[src/sv/chrl_pkg.sv]
package chrl_pkg;

  localparam int DEPTH    = 64;
  localparam int ADDR_W   = $clog2(DEPTH);
  localparam int CNT_W    = ADDR_W + 1;
  localparam int HASH_W   = 32;
  localparam int HANDLE_W = 16;
  localparam int ENTRY_W  = HASH_W + HANDLE_W;
  localparam int OP_W     = 2;
  localparam int ST_W     = 2;

  typedef enum logic [OP_W-1:0] {
    OP_INSERT = 2'd0,
    OP_REMOVE = 2'd1,
    OP_FIND   = 2'd2,
    OP_NOP    = 2'd3
  } op_t;

  typedef enum logic [ST_W-1:0] {
    ST_OK        = 2'd0,
    ST_NOT_FOUND = 2'd1,
    ST_EMPTY     = 2'd2,
    ST_FULL      = 2'd3
  } status_t;

  // read address source
  typedef enum logic [1:0] {
    RD_IDX    = 2'd0,
    RD_ZERO   = 2'd1,
    RD_PTR_DN = 2'd2,
    RD_PTR_UP = 2'd3
  } rd_sel_t;

  // write source: new entry at scan index, or moved entry at shift pointer
  typedef enum logic {
    WR_NEW  = 1'b0,
    WR_MOVE = 1'b1
  } wr_sel_t;

  typedef struct packed {
    logic    load;
    logic    idx_inc;
    logic    rd_en;
    rd_sel_t rd_sel;
    logic    wr_en;
    wr_sel_t wr_sel;
    logic    ptr_from_cnt;
    logic    ptr_from_idx;
    logic    ptr_dec;
    logic    ptr_inc;
    logic    hit_set;
    logic    cnt_inc;
    logic    cnt_dec;
    logic    st_set;
    status_t st_val;
    logic    found_load;
    logic    out_load;
  } chrl_cmd_t;

  typedef struct packed {
    op_t  op;
    logic scan_end;
    logic stop;
    logic hit;
    logic full;
    logic empty;
    logic ptr_at_idx;
    logic ptr_last;
  } chrl_stat_t;

endpackage

[src/sv/chrl_datapath.sv]
module chrl_datapath (
  input  logic                               clk,
  input  logic                               rst,
  input  chrl_pkg::chrl_cmd_t                cmd,
  output chrl_pkg::chrl_stat_t               stat,
  input  logic [chrl_pkg::OP_W-1:0]          opcode,
  input  logic [chrl_pkg::HASH_W-1:0]        key_hash,
  input  logic [chrl_pkg::HANDLE_W-1:0]      node_handle,
  output logic [chrl_pkg::ST_W-1:0]          status,
  output logic [chrl_pkg::HANDLE_W-1:0]      found_handle,
  output logic [chrl_pkg::CNT_W-1:0]         entry_count
);
  import chrl_pkg::*;

  logic [ENTRY_W-1:0]  mem [DEPTH];
  logic [ENTRY_W-1:0]  rdata;
  op_t                 op;
  logic [HASH_W-1:0]   key;
  logic [HANDLE_W-1:0] handle;
  logic [CNT_W-1:0]    idx;
  logic [CNT_W-1:0]    ptr;
  logic [CNT_W-1:0]    cnt;
  logic                hit;
  status_t             st;
  logic [HANDLE_W-1:0] found;

  logic [CNT_W-1:0]    ptr_dn;
  logic [CNT_W-1:0]    ptr_up;
  logic [ADDR_W-1:0]   rd_addr;
  logic [ADDR_W-1:0]   wr_addr;
  logic [ENTRY_W-1:0]  wr_data;
  logic [HASH_W-1:0]   rd_pos;
  logic [HANDLE_W-1:0] rd_hdl;

  assign ptr_dn = ptr - 1'b1;
  assign ptr_up = ptr + 1'b1;
  assign rd_pos = rdata[ENTRY_W-1:HANDLE_W];
  assign rd_hdl = rdata[HANDLE_W-1:0];

  always_comb begin
    case (cmd.rd_sel)
      RD_IDX:    rd_addr = idx[ADDR_W-1:0];
      RD_ZERO:   rd_addr = '0;
      RD_PTR_DN: rd_addr = ptr_dn[ADDR_W-1:0];
      RD_PTR_UP: rd_addr = ptr_up[ADDR_W-1:0];
      default:   rd_addr = '0;
    endcase
  end

  assign wr_addr = (cmd.wr_sel == WR_NEW) ? idx[ADDR_W-1:0] : ptr[ADDR_W-1:0];
  assign wr_data = (cmd.wr_sel == WR_NEW) ? {key, handle} : rdata;

  // single write port, single registered read port
  always_ff @(posedge clk) begin
    if (cmd.wr_en) begin
      mem[wr_addr] <= wr_data;
    end
    if (cmd.rd_en) begin
      rdata <= mem[rd_addr];
    end
  end

  always_ff @(posedge clk) begin
    if (rst) begin
      cnt <= '0;
    end else if (cmd.cnt_inc) begin
      cnt <= cnt + 1'b1;
    end else if (cmd.cnt_dec) begin
      cnt <= cnt - 1'b1;
    end
  end

  always_ff @(posedge clk) begin
    if (cmd.load) begin
      op     <= op_t'(opcode);
      key    <= key_hash;
      handle <= node_handle;
      idx    <= '0;
      hit    <= 1'b0;
      st     <= ST_OK;
      found  <= '0;
    end else begin
      if (cmd.idx_inc) begin
        idx <= idx + 1'b1;
      end
      if (cmd.hit_set) begin
        hit <= (rd_pos == key);
      end
      if (cmd.st_set) begin
        st <= cmd.st_val;
      end
      if (cmd.found_load) begin
        found <= rd_hdl;
      end
    end
    if (cmd.ptr_from_cnt) begin
      ptr <= cnt;
    end else if (cmd.ptr_from_idx) begin
      ptr <= idx;
    end else if (cmd.ptr_dec) begin
      ptr <= ptr_dn;
    end else if (cmd.ptr_inc) begin
      ptr <= ptr_up;
    end
  end

  // result register
  always_ff @(posedge clk) begin
    if (cmd.out_load) begin
      status       <= st;
      found_handle <= found;
      entry_count  <= cnt;
    end
  end

  always_comb begin
    stat.op         = op;
    stat.scan_end   = (idx == cnt);
    // find wants the first hash above the key, insert/remove the first at or above
    stat.stop       = (op == OP_FIND) ? (rd_pos > key) : (rd_pos >= key);
    stat.hit        = hit;
    stat.full       = (cnt == CNT_W'(DEPTH));
    stat.empty      = (cnt == '0);
    stat.ptr_at_idx = (ptr == idx);
    stat.ptr_last   = (ptr_up == cnt);
  end

endmodule

[src/sv/chrl_ctrl.sv]
module chrl_ctrl (
  input  logic                 clk,
  input  logic                 rst,
  input  logic                 in_valid,
  output logic                 in_ready,
  output logic                 out_valid,
  input  logic                 out_ready,
  input  chrl_pkg::chrl_stat_t stat,
  output chrl_pkg::chrl_cmd_t  cmd
);
  import chrl_pkg::*;

  typedef enum logic [3:0] {
    S_IDLE,
    S_SCAN_RD,
    S_SCAN_CMP,
    S_DECIDE,
    S_LOOKUP,
    S_INS_RD,
    S_INS_WR,
    S_REM_RD,
    S_REM_WR,
    S_DONE
  } state_t;

  state_t state;
  state_t state_next;

  assign in_ready = (state == S_IDLE);

  always_comb begin
    cmd        = '0;
    state_next = state;
    case (state)
      S_IDLE: begin
        if (in_valid) begin
          cmd.load   = 1'b1;
          state_next = S_SCAN_RD;
        end
      end
      S_SCAN_RD: begin
        if (stat.scan_end) begin
          state_next = S_DECIDE;
        end else begin
          cmd.rd_en  = 1'b1;
          cmd.rd_sel = RD_IDX;
          state_next = S_SCAN_CMP;
        end
      end
      S_SCAN_CMP: begin
        if (stat.stop) begin
          cmd.hit_set = 1'b1;
          state_next  = S_DECIDE;
        end else begin
          cmd.idx_inc = 1'b1;
          state_next  = S_SCAN_RD;
        end
      end
      S_DECIDE: begin
        case (stat.op)
          OP_INSERT: begin
            if (stat.hit) begin
              cmd.wr_en  = 1'b1;
              cmd.wr_sel = WR_NEW;
              state_next = S_DONE;
            end else if (stat.full) begin
              cmd.st_set = 1'b1;
              cmd.st_val = ST_FULL;
              state_next = S_DONE;
            end else begin
              cmd.ptr_from_cnt = 1'b1;
              state_next       = S_INS_RD;
            end
          end
          OP_REMOVE: begin
            if (stat.hit) begin
              cmd.ptr_from_idx = 1'b1;
              state_next       = S_REM_RD;
            end else begin
              cmd.st_set = 1'b1;
              cmd.st_val = ST_NOT_FOUND;
              state_next = S_DONE;
            end
          end
          OP_FIND: begin
            if (stat.empty) begin
              cmd.st_set = 1'b1;
              cmd.st_val = ST_EMPTY;
              state_next = S_DONE;
            end else begin
              cmd.rd_en  = 1'b1;
              cmd.rd_sel = stat.scan_end ? RD_ZERO : RD_IDX;
              state_next = S_LOOKUP;
            end
          end
          default: begin
            state_next = S_DONE;
          end
        endcase
      end
      S_LOOKUP: begin
        cmd.found_load = 1'b1;
        state_next     = S_DONE;
      end
      S_INS_RD: begin
        if (stat.ptr_at_idx) begin
          cmd.wr_en   = 1'b1;
          cmd.wr_sel  = WR_NEW;
          cmd.cnt_inc = 1'b1;
          state_next  = S_DONE;
        end else begin
          cmd.rd_en  = 1'b1;
          cmd.rd_sel = RD_PTR_DN;
          state_next = S_INS_WR;
        end
      end
      S_INS_WR: begin
        cmd.wr_en   = 1'b1;
        cmd.wr_sel  = WR_MOVE;
        cmd.ptr_dec = 1'b1;
        state_next  = S_INS_RD;
      end
      S_REM_RD: begin
        if (stat.ptr_last) begin
          cmd.cnt_dec = 1'b1;
          state_next  = S_DONE;
        end else begin
          cmd.rd_en  = 1'b1;
          cmd.rd_sel = RD_PTR_UP;
          state_next = S_REM_WR;
        end
      end
      S_REM_WR: begin
        cmd.wr_en   = 1'b1;
        cmd.wr_sel  = WR_MOVE;
        cmd.ptr_inc = 1'b1;
        state_next  = S_REM_RD;
      end
      S_DONE: begin
        if (!out_valid || out_ready) begin
          cmd.out_load = 1'b1;
          state_next   = S_IDLE;
        end
      end
      default: begin
        state_next = S_IDLE;
      end
    endcase
  end

  always_ff @(posedge clk) begin
    if (rst) begin
      state     <= S_IDLE;
      out_valid <= 1'b0;
    end else begin
      state <= state_next;
      if (cmd.out_load) begin
        out_valid <= 1'b1;
      end else if (out_ready) begin
        out_valid <= 1'b0;
      end
    end
  end

endmodule

[src/sv/consistent_hash_ring_lookup.sv]
// Consistent hashing ring lookup table.
// Request channel: in_valid/in_ready with opcode (insert, remove, find
// successor), key_hash and node_handle. Result channel: out_valid/out_ready
// with status, found_handle and entry_count; one result per request, in order.
// The table is a single-port-read, single-port-write memory of DEPTH entries
// kept sorted by hash. Each request walks it linearly from entry 0, reading each
// entry and then comparing the registered read data against the key.
// Inserting a new hash or removing a present one then shifts the tail by one
// entry at a time, a read then a write per move. The time from acceptance to
// out_valid grows with the number of entries read by the scan plus entries
// moved, longest for a lookup that runs past the last hash of a full ring.
// Requests are taken one at a time: in_ready is high only while no request
// is in progress, so a new request waits until the last has loaded its result.
// A finished result sits in an output register; the next request may be
// accepted while it waits. If out_ready stays low, the following request
// completes its work and then holds until the register is free.
// Reset (synchronous, active high) empties the ring at once; table contents
// are not cleared, since only entries below the count are ever read.
module consistent_hash_ring_lookup (
  input  logic                          clk,
  input  logic                          rst,
  input  logic                          in_valid,
  output logic                          in_ready,
  input  logic [chrl_pkg::OP_W-1:0]     opcode,
  input  logic [chrl_pkg::HASH_W-1:0]   key_hash,
  input  logic [chrl_pkg::HANDLE_W-1:0] node_handle,
  output logic                          out_valid,
  input  logic                          out_ready,
  output logic [chrl_pkg::ST_W-1:0]     status,
  output logic [chrl_pkg::HANDLE_W-1:0] found_handle,
  output logic [chrl_pkg::CNT_W-1:0]    entry_count
);
  import chrl_pkg::*;

  chrl_cmd_t  cmd;
  chrl_stat_t stat;

  chrl_ctrl u_ctrl (
    .clk       (clk),
    .rst       (rst),
    .in_valid  (in_valid),
    .in_ready  (in_ready),
    .out_valid (out_valid),
    .out_ready (out_ready),
    .stat      (stat),
    .cmd       (cmd)
  );

  chrl_datapath u_datapath (
    .clk          (clk),
    .rst          (rst),
    .cmd          (cmd),
    .stat         (stat),
    .opcode       (opcode),
    .key_hash     (key_hash),
    .node_handle  (node_handle),
    .status       (status),
    .found_handle (found_handle),
    .entry_count  (entry_count)
  );

`ifndef NO_ASSERTIONS
  // count can never exceed table depth
  a_count_bound: assert property (@(posedge clk) disable iff (rst)
    out_valid |-> (entry_count <= CNT_W'(DEPTH)))
    else $error("entry_count above DEPTH");

  // a result with an error status carries no handle
  a_handle_zero: assert property (@(posedge clk) disable iff (rst)
    (out_valid && (status != ST_OK)) |-> (found_handle == '0))
    else $error("found_handle nonzero on error status");

  // one request in flight at a time
  a_busy_after_accept: assert property (@(posedge clk) disable iff (rst)
    (in_valid && in_ready) |=> !in_ready)
    else $error("request accepted while busy");

  // an empty-ring status implies the ring really is empty
  a_empty_count: assert property (@(posedge clk) disable iff (rst)
    (out_valid && (status == ST_EMPTY)) |-> (entry_count == '0))
    else $error("empty status with nonzero count");
`endif

endmodule
[config.mk]
export PLATFORM = sky130hd
export DESIGN_NAME = consistent_hash_ring_lookup
export DESIGN_NICKNAME = d
export VERILOG_FILES = /design/src/sv/chrl_pkg.sv /design/src/sv/chrl_datapath.sv /design/src/sv/chrl_ctrl.sv /design/src/sv/consistent_hash_ring_lookup.sv
export SDC_FILE = /design/constraint.sdc
export NUM_CORES = 2
export LEC_CHECK = 0
export BUFFER_PORTS_ARGS = -buffer_cell sky130_fd_sc_hd__buf_4
export CORE_UTILIZATION = 50
export DETAILED_ROUTE_END_ITERATION = 7
export GPL_TIMING_DRIVEN = 0
export PLACE_DENSITY_LB_ADDON = 0.1
export SKIP_CTS_REPAIR_TIMING = 1
export SYNTH_ARGS = -nofsm -noshare
export SYNTH_HDL_FRONTEND = slang
export SYNTH_HIERARCHICAL = 1
export SYNTH_SLANG_ARGS = --single-unit
export TNS_END_PERCENT = 10
[constraint.sdc]
create_clock -name clk -period 6.43 [get_ports clk]
set_clock_uncertainty 0.1 [all_clocks]
set_input_delay 0.643 -clock clk [delete_from_list [all_inputs] [get_ports clk]]
set_output_delay 0.643 -clock clk [all_outputs]
set_load 0.005 [all_outputs]
==> flow_metrics.tcl <==
set metrics [dict create \
    drt-total-wl_um 458000 \
    worst-endpoint-required_ns 6.93 \
    cp-start-kind "flip-flop" \
    die_width_um 511 \
    ir_worst_vdd_mv 0.274 \
    drtIter0Drc 12720 \
    dp_hpwl_um 328000 \
    drv_cap 1 \
    cp_top_family "buffers and inverters" \
    num-fill-cells 19962 \
    grt.total_usage_pct 34.3 \
    violations "max-capacitance violations, negative setup slack" \
    netlist_instances 9482 \
    setup_tns_ns -0.546 \
    critPathSlowestCell "a2111oi_0" \
    critical_path_buf_inv_count 7 \
    stdcell_count 13950 \
    relSlewSlack_pct 0.295 \
    grt_pass1_wl_um 632000 \
    setup_ws_ns -0.111 \
    cts_root_buf "clkbuf_16" \
    clk_latency_ns 0.91 \
    drc_errors 0 \
    ys_top_cells_by_count "edfxtp_1 (3202), nand2_1 (2368), nand3_1 (812)" \
    cts.sinks 3240 \
    grt-ovfl-total 0 \
    async_reset_ff_share_pct 0 \
    crit_path_end_kind "flip-flop" \
    die_y_um 511 \
    synth.area.top_cells "edfxtp_1 (74%), nand2_1 (6.9%), nand3_1 (3.1%)" \
    cts_tree "done" \
    fmax_mhz 153 \
    synth_area_um2 130000 \
    arrival_ns 7.04 \
    core_area_um2 257000 \
    met2_usage_pct 53.5 \
    pin_count 81 \
    synth.yosys.warnings 6 \
    portBuffers 80 \
    synth_top_area_share_pct 74.2 \
    p_per_area_nw_per_um2 363 \
    rsz0062_at_grt "true" \
    path_cells "buf_2, inv_1, ha_1, xnor2_1, nand3_1, nor4_4, nand2b_1, a211oi_1, clkbuf_4, nor2_2, and2_1, clkbuf_8, clkbuf_2, clkbuf_2, clkbuf_1, a2111oi_0, a31oi_1, mux2i_2, a32oi_1, and4_1" \
    hp-class "input pin to flip-flop" \
    htree_levels 5 \
    yosysMostFrequentCell "edfxtp_1" \
    met1_usage_pct 45.1 \
    period_needed_ns 6.54 \
    top_usage_layer "met2" \
    viasPerCell 6.38 \
    die-area_um2 261000 \
    worst_pin_slew_ns 1.50 \
    start_util_pct 50.4 \
    status "finished, violations left" \
    synthToLayoutAreaGrowth_pct 18.0 \
    drive_gt1_share_pct 12.7 \
    cts_buffers 345 \
    p_leak_nw 51.0 \
    finalHoldViolCount 0 \
    final.period_utilization_pct 102 \
    synth_edf_count 3202 \
    cpPeakStageDelay_ns 0.70 \
    synth_nets 9577 \
    critical_path.max_fanout 10 \
    path_common_cell "clkbuf_2" \
    setup_viol 12 \
    ys.flop_type "edfxtp_1" \
    fp-row-count 186 \
    final-max-slew-violation-count 0 \
    final_antenna_net_count 0 \
    synth_top_area_cell "edfxtp_1" \
    firstDrtPassIters 6 \
    grt_max_degree 65 \
    met3_usage_pct 6.73 \
    postSynthAreaPerCell_um2 13.7 \
    clock_path_buffers 4 \
    fin_nets 10255 \
    synth_seq_cells 3240 \
    seq_area_frac_synth_pct 74.8 \
    antenna_found_initial 67 \
    vias 89008 \
    dp.cells 13142 \
    drt-wirelength-per-cell_um 32.8 \
    clkSlewWorstSetupHoldPaths_ns 0.06 \
    gp_congestion 0.973 \
    grt_pass1_vias 84523 \
    synthDistinctLibCells 75 \
    path_class "flip-flop to flip-flop" \
]
[power breakdown]
part | switching (mW) | internal [mW]
combinational | 8.40 | 2.99
clock | 8.23 | 11.3
sequential | 0.171 | 24.3
[worst register-to-register path, cell delays in order (launching register included)]
cell and delay [ns]:
edfxtp_1 0.38, buf_2 0.28, inv_1 0.19, ha_1 0.43, xnor2_1 0.16, nand3_1 0.15, nor4_4 0.07, nand2b_1 0.16
a211oi_1 0.32, clkbuf_4 0.33, nor2_2 0.11, and2_1 0.19, clkbuf_8 0.26, clkbuf_2 0.58, clkbuf_2 0.52, clkbuf_1 0.35
a2111oi_0 0.70, a31oi_1 0.15, mux2i_2 0.41, a32oi_1 0.09, and4_1 0.37
[final timing paths]
kind	startpoint	endpoint	slack [ns]	cells past startpoint
hold / removal	out_ready	u_ctrl/out_valid	0.1	3
setup reg to reg	u_datapath/ptr[0]	u_datapath/rdata[25]	-0.11	20
hold reg to reg	u_datapath/found[10]	u_datapath/found_handle[10]	0.33	0
setup / recovery	u_datapath/ptr[0]	u_datapath/rdata[25]	-0.11	20
[layer usage]
layer / share of wire (%) / up-vias
li1: - / 37879
met1: 37 / 44881
met2: 46 / 5185
met3: 11 / 1043
met4: 6.8 / 20
met5: 0.099 / -
[cell usage in the layout (no fill, tap or decap), types with 20 or more instances in the layout]
cell	netlist	routed
a32oi_2	0	53
a21oi_2	0	31
clkinv_1	0	80
a2111oi_1	0	39
xnor2_1	24	24
nor2_1	138	68
clkbuf_1	511	483
a21oi_4	0	32
nand4_1	23	23
diode_2	0	134
a32oi_1	355	301
and3_1	394	393
clkinv_2	0	51
clkbuf_16	0	353
buf_16	0	58
buf_2	166	140
a2111oi_0	387	340
ha_1	40	40
a31oi_1	386	384
bufinv_16	0	31
nand3_1	812	811
a21oi_1	197	134
buf_1	51	32
mux2i_1	49	48
dlygate4sd3_1	0	51
nand2_1	2368	2367
clkbuf_4	0	20
buf_4	6	100
edfxtp_1	3202	3202
clkbuf_2	0	109
o21ai_4	0	31
nor2_4	1	67
dfxtp_1	38	38
inv_1	44	44
or4_1	43	43
buf_12	4	138
[stage by stage]
step / power, mW / instance area (µm²) / util, % / setup WS, ns / hold WS, ns
finish: 55.5 / 153000 / 59.5 / -0.111 / 0.0992
global route: 56.8 / 153000 / 59.4 / -0.114 / 0.111
CTS: 55.0 / 151000 / 58.6 / -2.01 / -0.239
detailed placement: 35.7 / 140000 / 54.3 / -2.00 / 0.318
global placement: 35.4 / 134000 / 52.3 / -6.30 / 0.316
floorplan: 30.5 / 130000 / - / 0.742 / 0.308
[cell type report]
class / instances / area (µm²) / share of cell area (%)
multi-input combinational: 5454 / 31400 / 20.5
timing repair buffer: 335 / 5520 / 3.61
sequential: 3240 / 96900 / 63.4
clock buffer: 429 / 9140 / 5.98
tap: 3384 / 4230 / 2.77
clock inverter: 190 / 1800 / 1.18
antenna: 134 / 335 / 0.219
buffer: 739 / 3380 / 2.21
inverter: 45 / 169 / 0.110
[sequential cells by signal (all words and copies together), names as in the netlist]
| register | flops |
|---|---|
| u_datapath/rdata | 48 |
| u_datapath/ptr | 7 |
| u_datapath/found_handle | 16 |
| u_datapath/st | 2 |
| u_datapath/cnt | 7 |
| u_datapath/found | 16 |
| u_datapath/idx | 7 |
| u_datapath/entry_count | 7 |
| u_datapath/hit | 1 |
| u_datapath/mem | 3072 |
| u_ctrl/out_valid | 1 |
| u_datapath/status | 2 |
| u_ctrl/state | 4 |
| u_datapath/op | 2 |
| u_datapath/handle | 16 |
| u_datapath/key | 32 |
[cells by family after synthesis]
logic type	after synthesis	synth area share [%]
buffers and inverters	788	2.54
XOR/XNOR	41	0.277
multiplexers	74	0.606
adder cells (fa/ha/maj)	41	0.402
AND/OR/NAND/NOR	3867	13.2
AO/OA/AOI/OAI	1431	8.20
flip-flops	3240	74.8
Power figures use the tool's default switching activity.
